`config.mk`:
```
export PLATFORM = sky130hd
export DESIGN_NAME = sorted_integer_set_engine_top
export DESIGN_NICKNAME = d
export VERILOG_FILES = /design/src/hw/rtl/sise_pkg.sv /design/src/hw/rtl/sise_datapath.sv /design/src/hw/rtl/sise_ctrl.sv /design/src/hw/rtl/sorted_integer_set_engine_top.sv
export SDC_FILE = /design/constraint.sdc
export NUM_CORES = 2
export LEC_CHECK = 0
export ABC_AREA = 1
export BUFFER_PORTS_ARGS = -buffer_cell sky130_fd_sc_hd__buf_2
export CORE_AREA = 2 2 273 275
export DETAILED_ROUTE_END_ITERATION = 6
export DIE_AREA = 0 0 275 277
export GPL_TIMING_DRIVEN = 0
export PLACE_DENSITY = 0.67
export SLEW_MARGIN = 40
export SYNTH_ARGS = -nofsm -noshare
export SYNTH_HDL_FRONTEND = slang
export SYNTH_HIERARCHICAL = 1
export SYNTH_SLANG_ARGS = --single-unit
```
`constraint.sdc`:
```
create_clock -name i_clk -period 5 [get_ports i_clk]
set_clock_uncertainty 0.1 [all_clocks]
set_input_delay 1 -clock i_clk [delete_from_list [all_inputs] [get_ports i_clk]]
set_output_delay 1 -clock i_clk [all_outputs]
set_load 0.03 [all_outputs]
```
`src/hw/rtl/sise_pkg.sv`:
```
// ---------------------------------------------------------------------------
// sise_pkg
// Shared types and constants of the sorted integer set engine.
// ---------------------------------------------------------------------------
package sise_pkg;

    localparam int CAPACITY = 16;
    localparam int OCC_W    = $clog2(CAPACITY + 1);
    localparam int KEY_W    = 32;
    localparam int REQ_W    = 2;
    localparam int STATUS_W = 3;
    localparam int COUNT_W  = 5;

    typedef enum logic [REQ_W-1:0] {
        REQ_INSERT = 2'd0,
        REQ_LOOKUP = 2'd1,
        REQ_DELETE = 2'd2,
        REQ_SPARE  = 2'd3   // decoded as lookup
    } t_req;

    typedef enum logic [STATUS_W-1:0] {
        ST_INSERTED = 3'd0,
        ST_PRESENT  = 3'd1,
        ST_FULL     = 3'd2,
        ST_FOUND    = 3'd3,
        ST_MISSING  = 3'd4,
        ST_REMOVED  = 3'd5
    } t_status;

    // Controller to datapath commands.
    typedef struct packed {
        logic load;     // capture an accepted request
        logic compare;  // register per-entry compare vectors
        logic commit;   // update store, load result register
    } t_dp_cmd;

endpackage

```
`src/hw/rtl/sise_datapath.sv`:
```
// ---------------------------------------------------------------------------
// sise_datapath
// Row of entry registers with one compare cell and one shift mux per entry.
// ---------------------------------------------------------------------------
module sise_datapath (
    input  logic                          i_clk,
    input  logic                          i_rst_n,
    input  sise_pkg::t_dp_cmd             i_cmd,
    input  logic [sise_pkg::REQ_W-1:0]    i_req_type,
    input  logic signed [sise_pkg::KEY_W-1:0] i_key_value,
    output logic [sise_pkg::STATUS_W-1:0] o_status,
    output logic [sise_pkg::COUNT_W-1:0]  o_entry_count
);
    import sise_pkg::*;

    logic [REQ_W-1:0]        r_req_type;
    logic signed [KEY_W-1:0] r_key;
    logic signed [KEY_W-1:0] r_entries [CAPACITY];
    logic signed [KEY_W-1:0] n_entries [CAPACITY];
    logic [OCC_W-1:0]        r_occ;
    logic [OCC_W-1:0]        n_occ;
    logic [CAPACITY-1:0]     r_lt;
    logic [CAPACITY-1:0]     r_eq;
    logic [CAPACITY-1:0]     n_lt;
    logic [CAPACITY-1:0]     n_eq;
    t_status                 r_status;
    t_status                 n_status;
    logic                    hit;
    logic                    full;
    logic                    do_ins;
    logic                    do_del;

    // Compare cells: entries below the key, and the matching entry.
    always_comb begin
        for (int i = 0; i < CAPACITY; i++) begin
            n_lt[i] = (OCC_W'(i) < r_occ) && (r_entries[i] < r_key);
            n_eq[i] = (OCC_W'(i) < r_occ) && (r_entries[i] == r_key);
        end
    end

    assign hit  = |r_eq;
    assign full = (r_occ == OCC_W'(CAPACITY));

    always_comb begin
        do_ins   = 1'b0;
        do_del   = 1'b0;
        n_occ    = r_occ;
        n_status = ST_MISSING;
        case (t_req'(r_req_type))
            REQ_INSERT: begin
                if (hit) begin
                    n_status = ST_PRESENT;
                end else if (full) begin
                    n_status = ST_FULL;
                end else begin
                    n_status = ST_INSERTED;
                    do_ins   = 1'b1;
                    n_occ    = r_occ + OCC_W'(1);
                end
            end
            REQ_DELETE: begin
                if (hit) begin
                    n_status = ST_REMOVED;
                    do_del   = 1'b1;
                    n_occ    = r_occ - OCC_W'(1);
                end
            end
            default: begin
                n_status = hit ? ST_FOUND : ST_MISSING;
            end
        endcase
    end

    // Shift cells: insert opens a slot at the first entry not below the key,
    // delete closes the gap left by the matching entry.
    for (genvar g = 0; g < CAPACITY; g++) begin : g_cell
        logic signed [KEY_W-1:0] lower;
        logic signed [KEY_W-1:0] upper;
        logic                    lower_lt;
        if (g == 0) begin : g_first
            assign lower    = r_key;
            assign lower_lt = 1'b1;
        end else begin : g_rest
            assign lower    = r_entries[g-1];
            assign lower_lt = r_lt[g-1];
        end
        if (g == CAPACITY - 1) begin : g_last
            assign upper = r_entries[g];
        end else begin : g_mid
            assign upper = r_entries[g+1];
        end

        always_comb begin
            n_entries[g] = r_entries[g];
            if (do_ins && !r_lt[g]) begin
                n_entries[g] = lower_lt ? r_key : lower;
            end else if (do_del && !r_lt[g]) begin
                n_entries[g] = upper;
            end
        end
    end

    always_ff @(posedge i_clk) begin
        if (!i_rst_n) begin
            r_occ <= '0;
        end else if (i_cmd.commit) begin
            r_occ <= n_occ;
        end
    end

    always_ff @(posedge i_clk) begin
        if (i_cmd.load) begin
            r_req_type <= i_req_type;
            r_key      <= i_key_value;
        end
        if (i_cmd.compare) begin
            r_lt <= n_lt;
            r_eq <= n_eq;
        end
        if (i_cmd.commit) begin
            r_status <= n_status;
            for (int i = 0; i < CAPACITY; i++) begin
                r_entries[i] <= n_entries[i];
            end
        end
    end

    assign o_status      = r_status;
    assign o_entry_count = COUNT_W'(r_occ);

endmodule

```
`src/hw/rtl/sise_ctrl.sv`:
```
// ---------------------------------------------------------------------------
// sise_ctrl
// Request sequencer: accept, compare, commit; owns the result valid flag.
// ---------------------------------------------------------------------------
module sise_ctrl (
    input  logic              i_clk,
    input  logic              i_rst_n,
    input  logic              i_in_valid,
    output logic              o_in_ready,
    output logic              o_out_valid,
    input  logic              i_out_ready,
    output sise_pkg::t_dp_cmd o_cmd
);
    import sise_pkg::*;

    typedef enum logic [1:0] {
        S_IDLE,
        S_CMP,
        S_UPD
    } t_state;

    t_state r_state;
    t_state n_state;
    logic   r_out_valid;
    logic   n_out_valid;
    logic   out_free;

    assign out_free = !r_out_valid || i_out_ready;

    always_comb begin
        o_cmd         = '0;
        n_state       = r_state;
        n_out_valid   = r_out_valid && !i_out_ready;
        unique case (r_state)
            S_IDLE: begin
                if (i_in_valid) begin
                    o_cmd.load = 1'b1;
                    n_state    = S_CMP;
                end
            end
            S_CMP: begin
                o_cmd.compare = 1'b1;
                n_state       = S_UPD;
            end
            S_UPD: begin
                if (out_free) begin
                    o_cmd.commit = 1'b1;
                    n_out_valid  = 1'b1;
                    n_state      = S_IDLE;
                end
            end
            default: begin
                n_state = S_IDLE;
            end
        endcase
    end

    always_ff @(posedge i_clk) begin
        if (!i_rst_n) begin
            r_state     <= S_IDLE;
            r_out_valid <= 1'b0;
        end else begin
            r_state     <= n_state;
            r_out_valid <= n_out_valid;
        end
    end

    assign o_in_ready  = (r_state == S_IDLE);
    assign o_out_valid = r_out_valid;

endmodule

```
`src/hw/rtl/sorted_integer_set_engine_top.sv`:
```
// Sequence: request accept and capture, compare, then commit; the commit, and with it
//   result valid, waits while an earlier result is still held. A new request is taken
//   only once the previous one commits, also while the previous result waits.
// Reset (i_rst_n low, synchronous): entry count cleared, sequencer idle,
//   no result pending. Entry contents are not cleared.
// ---------------------------------------------------------------------------
// sorted_integer_set_engine_top
// Sorted set of distinct signed 32-bit values with insert, lookup and delete.
// ---------------------------------------------------------------------------
module sorted_integer_set_engine_top (
    input  logic                               i_clk,
    input  logic                               i_rst_n,
    // request channel
    input  logic                               i_in_valid,
    output logic                               o_in_ready,
    input  logic [sise_pkg::REQ_W-1:0]         i_req_type,
    input  logic signed [sise_pkg::KEY_W-1:0]  i_key_value,
    // result channel
    output logic                               o_out_valid,
    input  logic                               i_out_ready,
    output logic [sise_pkg::STATUS_W-1:0]      o_status,
    output logic [sise_pkg::COUNT_W-1:0]       o_entry_count
);
    import sise_pkg::*;

    t_dp_cmd cmd;

    // Sequencer: one request in flight; the result register in the datapath
    // holds the last answer until the consumer takes it.
    sise_ctrl u_ctrl (
        .i_clk       (i_clk),
        .i_rst_n     (i_rst_n),
        .i_in_valid  (i_in_valid),
        .o_in_ready  (o_in_ready),
        .o_out_valid (o_out_valid),
        .i_out_ready (i_out_ready),
        .o_cmd       (cmd)
    );

    // Entry row: every entry compares against the key in parallel, then each
    // cell picks its neighbor, itself or the key to open or close a slot.
    sise_datapath u_dp (
        .i_clk         (i_clk),
        .i_rst_n       (i_rst_n),
        .i_cmd         (cmd),
        .i_req_type    (i_req_type),
        .i_key_value   (i_key_value),
        .o_status      (o_status),
        .o_entry_count (o_entry_count)
    );

endmodule

```
* Word-level counts from Yosys, hierarchy flattened
Memory sizes are Yosys's and may differ from the RTL's. Cells that the tools add are included. Widths: inputs -> output; s select.
Storage, ports and cells: flip-flop bits (word level) 77, bits in read-only memories 0, logic and storage cells 229, bits in writable memories 512, output and inout bits 10, latch bits 0, memories kept 1
Memory list:
- u_dp.r_entries | words 16, bits a word 32, read ports 16, clocked after memory_dff 0, write ports 16, line sise_datapath.sv:18 | logic signed [KEY_W-1:0] r_entries [CAPACITY];
Cells by class: reductions and logical operators 89, bitwise gates (word level) 0, muxes and demuxes 72, shift operators 0, eq/ne operators 25, $add $sub $neg 2, magnitude comparators 32, div/mod/pow operators 0, $mul 0
Operators by type and width (count):
- $mux 32 | 46
- $eq 32x32->1 | 16
- $lt 32x32->1 | 16
- $logic_and 1x1->1 | 64
- $lt 4x5->1 const A | 8
- $lt 3x5->1 const A | 4
- $logic_not 1->1 | 18
- $reduce_or 16->1 | 1
- $mux 1 | 15
- $mux 5 | 3
- $lt 1x5->1 const A | 2
- $lt 2x5->1 const A | 2
- $pmux 5 s2 | 1
- $mux 2 | 3
- $mux 3 | 2
- $ne 2x2->1 const B | 3
- $pmux 2 s3 | 1
- $pmux 3 s2 | 1
- $add 5x1->5 const B | 1
- $eq 5x5->1 const B | 1
- $reduce_and 5->1 | 1
- $sub 5x1->5 const B | 1
- $eq 2x2->1 const B | 2
- $logic_not 2->1 | 2
- 5 further kinds | 6

* Depth between registers and ports, before layout
word-level depth 6, mapped depth 16, mapped depth without buffers 16

* By module
The synthesis kept the hierarchy.
By module, submodules not included:
- sise_datapath | seq. area each 17546.8 sq um, area an instance 39821.9 sq um, cells each 4669, times used 1
- sise_ctrl | seq. area each 60.1 sq um, area an instance 150.1 sq um, cells each 20, times used 1

* Worst setup path after synthesis
Ideal clock, no wire load.
path kind register -> register, start point register, netlist name u_dp/o_entry_count[0], end point memory u_dp.r_entries[15][0], in the netlist u_dp/r_entries[1][224], enable pin, arrival 4.048 ns, clock period less this slack 4.616 ns, slack 0.384 ns, buffers on the path 1, library setup time 0.468 ns, stages on the path, launching flop included 9, cells stage by stage dfxtp_1 -> inv_1 -> ha_1 -> nand3_1 -> inv_1 -> nor2_2 -> nand3_4 -> buf_8 -> nor3b_1
RTL lines (line):
- end: declaration | sise_datapath.sv:18

==> flow_summary.toml <==
[final_layout]
n_antenna_cell = 0
fillers = 6556
syn_to_final_growth_pct = 10.9
mostFrequentLayoutCells = "nand2_1 (1062), a21oi_1 (634), o21ai_0 (584), edfxtp_1 (581), nor2_1 (538)"
drive_above_1_share_pct = 6.39
final_common_cell = "nand2_1"
multi_input_area_mm2 = 0.0205
final_cell_area_mm2 = 0.0443
regArea_mm2 = 0.0176
fin_nets = 5396

[die]
die_h_um = 277
ioPinCount = 48
core_area_mm2 = 0.0736
start_util_pct = 54.3
dieArea_mm2 = 0.0762
die_w_um = 275
row_count = 100

[synth]
synthAdderAreaFrac_pct = 16.2
synth_xor_xnor_area_share_pct = 0.110
synth_mux_area_share_pct = 0
yosys.area.top_type = "edfxtp_1"
synthTopCellsByArea = "edfxtp_1 (44%), ha_1 (16%), nand2_1 (10%)"
ys.flop_type = "edfxtp_1"
async_flop_share_pct = 0
synth_compound_area_share_pct = 17.2
syn_nets = 5243
synth_area_per_cell_um2 = 8.52
synth_top_family_by_area = "simple AND/OR/NAND/NOR gates"
ys_ff_latch = 589
synth_top_area_share_pct = 43.6
syn_area_mm2 = 0.0400
yosysSeqAreaShare_pct = 44.0
synth_edf_count = 581
synth.lib_cells_used.distinct = 38
synth-warning-count = 6
yosys.area_share.simple_pct = 17.6
netlist_instances = 4689

[clock_tree]
clk_latency_ns = 0.62
cts_setup_buffers = 0
cts-buffers-inserted = 70
h-tree-depth = 3
clock_path_buffers = 3
hold_buffers = 0
cts_sinks = 589
cts_resized = 0
cts.clk_slew.worst_paths_ns = 0.07
cts_tree = "yes"
root_buffer = "clkbuf_16"

[sta]
min_period_ns = 3.93
clock.fmax_ghz = 0.254
hold_viol_final = 0
rsz0062_at_grt = "false"
maxSlewViolCount = 0
fin_crit_sh_pct = 78.7
worstMarginPinSlew_ns = 0.944
setup_violations = 0
slew-limit-headroom_pct = 36.4

[worst_setup_path]
crit_required_ns = 5.21
cp_max_fo = 18
startpoint_type = "flop"
crit_path_cell_trace = "nor2_1 -> nand2_1 -> nor2_1 -> nand2_2 -> nor2_2 -> nand3_4 -> buf_8 -> nand2_4 -> nand2_2 -> buf_4 -> nor2_4 -> buf_8"
worstSetupPathType = "reg2reg"
crit_family = "simple AND/OR/NAND/NOR gates"
crit_path_end_kind = "flop"
path_buf_inv = 3
cpPeakStageDelay_ns = 0.46
cp.arrival_ns = 4.14
cp_slowest_cell = "nor2_4"

[grt]
grt_pass1_wl_mm = 184
grt_use_total_pct = 30.8
grt_max_degree = 26
grt-ovfl-total = 0
antenna_found_initial = 0
grt_pass1_vias = 32700

[route]
drtAntennaViolNets = 0
viasPerCell = 5.93
drt_first_iter_violations = 3947
dr.pass1.iters = 6
via_count = 34800
routed_wl_mm = 118
avgRoutedWirePerCell_um = 20.2
drc = 0

[pwr]
p_leak_nw = 18.5
ir_drop_uv = 253
p_per_area_mw_per_mm2 = 261
power_mw = 11.6

[run]
maxCapViolCount = 0

[placed_design]
gp_congestion = 0.889
io_buffers = 47
dp_hpwl_mm = 92.7
postPlaceCellArea_mm2 = 0.0422

[worst_hold_path]
hp-class = "in2reg"

[run_status]
status = "finished clean"
## worst register-to-register path, cell delays in order, from the launching register on
cell and delay (ns):
edfxtp_1 0.42, nor2_1 0.18, nand2_1 0.13, nor2_1 0.28, nand2_2 0.24, nor2_2 0.19
nand3_4 0.23, buf_8 0.30, nand2_4 0.16, nand2_2 0.27, buf_4 0.37, nor2_4 0.48
buf_8 0.28
## cells by family after synthesis
logic type	after synthesis
and+or+nand+nor	1761
AOI/OAI and AO/OA	1327
DFF	589
adders and majority gates	516
buffers and inverters	491
xor gates and xnor gates	5
## report_power, final
group / total (mW) / switching, mW / internal [mW] / leakage, nW
Clock: 4.92 / 2.13 / 2.80 / 1.04
Combinational: 1.19 / 0.802 / 0.391 / 12.1
Sequential: 5.45 / 0.0372 / 5.42 / 5.33
## layout make-up
cell class / count / share of cell area [%]
timing repair buffer: 81 / 1.89
clock inverter: 33 / 0.497
sequential: 589 / 39.7
multi-input combinational: 3609 / 46.3
tap: 969 / 2.73
inverter: 257 / 2.18
clock buffer: 95 / 4.33
buffer: 234 / 2.31
## path summary, 6_finish.rpt
check | slack, ns | from | cells after the start | endpoint
hold / removal | 0.45 | i_key_value[19] | 1 | u_dp/g_cell[0].lower[19]$_DFFE_PP_
setup reg to reg | 1.07 | u_dp/r_eq[0]$_DFFE_PP_ | 12 | u_dp/r_entries[0][40]$_DFFE_PP_
hold reg to reg | 0.46 | u_dp/g_cell[0].lower[17]$_DFFE_PP_ | 2 | u_dp/r_entries[1][241]$_DFFE_PP_
setup / recovery | 1.07 | u_dp/r_eq[0]$_DFFE_PP_ | 12 | u_dp/r_entries[0][40]$_DFFE_PP_
## per-stage QoR
stage	hold WS (ns)	setup slack, ns	utilization, %	setup TNS (ns)	instances
floorplan	0.413	0.384	-	0	4689
global placement	0.433	-1.70	56.3	-106.20	5705
detailed placement	0.447	1.14	57.3	0	5739
CTS	0.423	1.12	60.3	0	5867
global route	0.436	1.02	60.3	0	5867
finish	0.449	1.07	60.3	0	5867
## registers in the layout, summed over array words and instances, names as in the netlist
register and count:
u_dp/g_cell.lower 32, u_dp/r_lt 16, u_dp/r_eq 16, u_ctrl/o_out_valid 1, u_dp/o_status 3, u_dp/r_entries 512
u_dp/o_entry_count 5, u_dp/r_req_type 2, u_ctrl/r_state 2
## per-layer routing
layer / global-route usage, % / part of all wire [%]
met1: 47.5 / 47
met2: 46.3 / 44
met3: 4.15 / 7.9
met4: 6.10 / 1.6
met5: 0 / 0
## synth_stat cells (2+ instances only)
| cell type | count |
|---|---|
| a21o_1 | 4 |
| a21oi_1 | 634 |
| and3_1 | 7 |
| buf_1 | 17 |
| buf_2 | 63 |
| buf_4 | 4 |
| clkbuf_1 | 149 |
| dfxtp_1 | 8 |
| edfxtp_1 | 581 |
| ha_1 | 516 |
| inv_1 | 256 |
| nand2_1 | 1062 |
| nand2_2 | 2 |
| nand3_1 | 42 |
| nand4_1 | 29 |
| nor2_1 | 554 |
| nor2_2 | 8 |
| nor2_8 | 8 |
| nor3_1 | 24 |
| nor4_1 | 18 |
| o211ai_1 | 62 |
| o21a_1 | 29 |
| o21ai_0 | 587 |
| o21ai_1 | 8 |
| xor2_1 | 4 |
No activity file was read; power rests on OpenSTA's default activity.
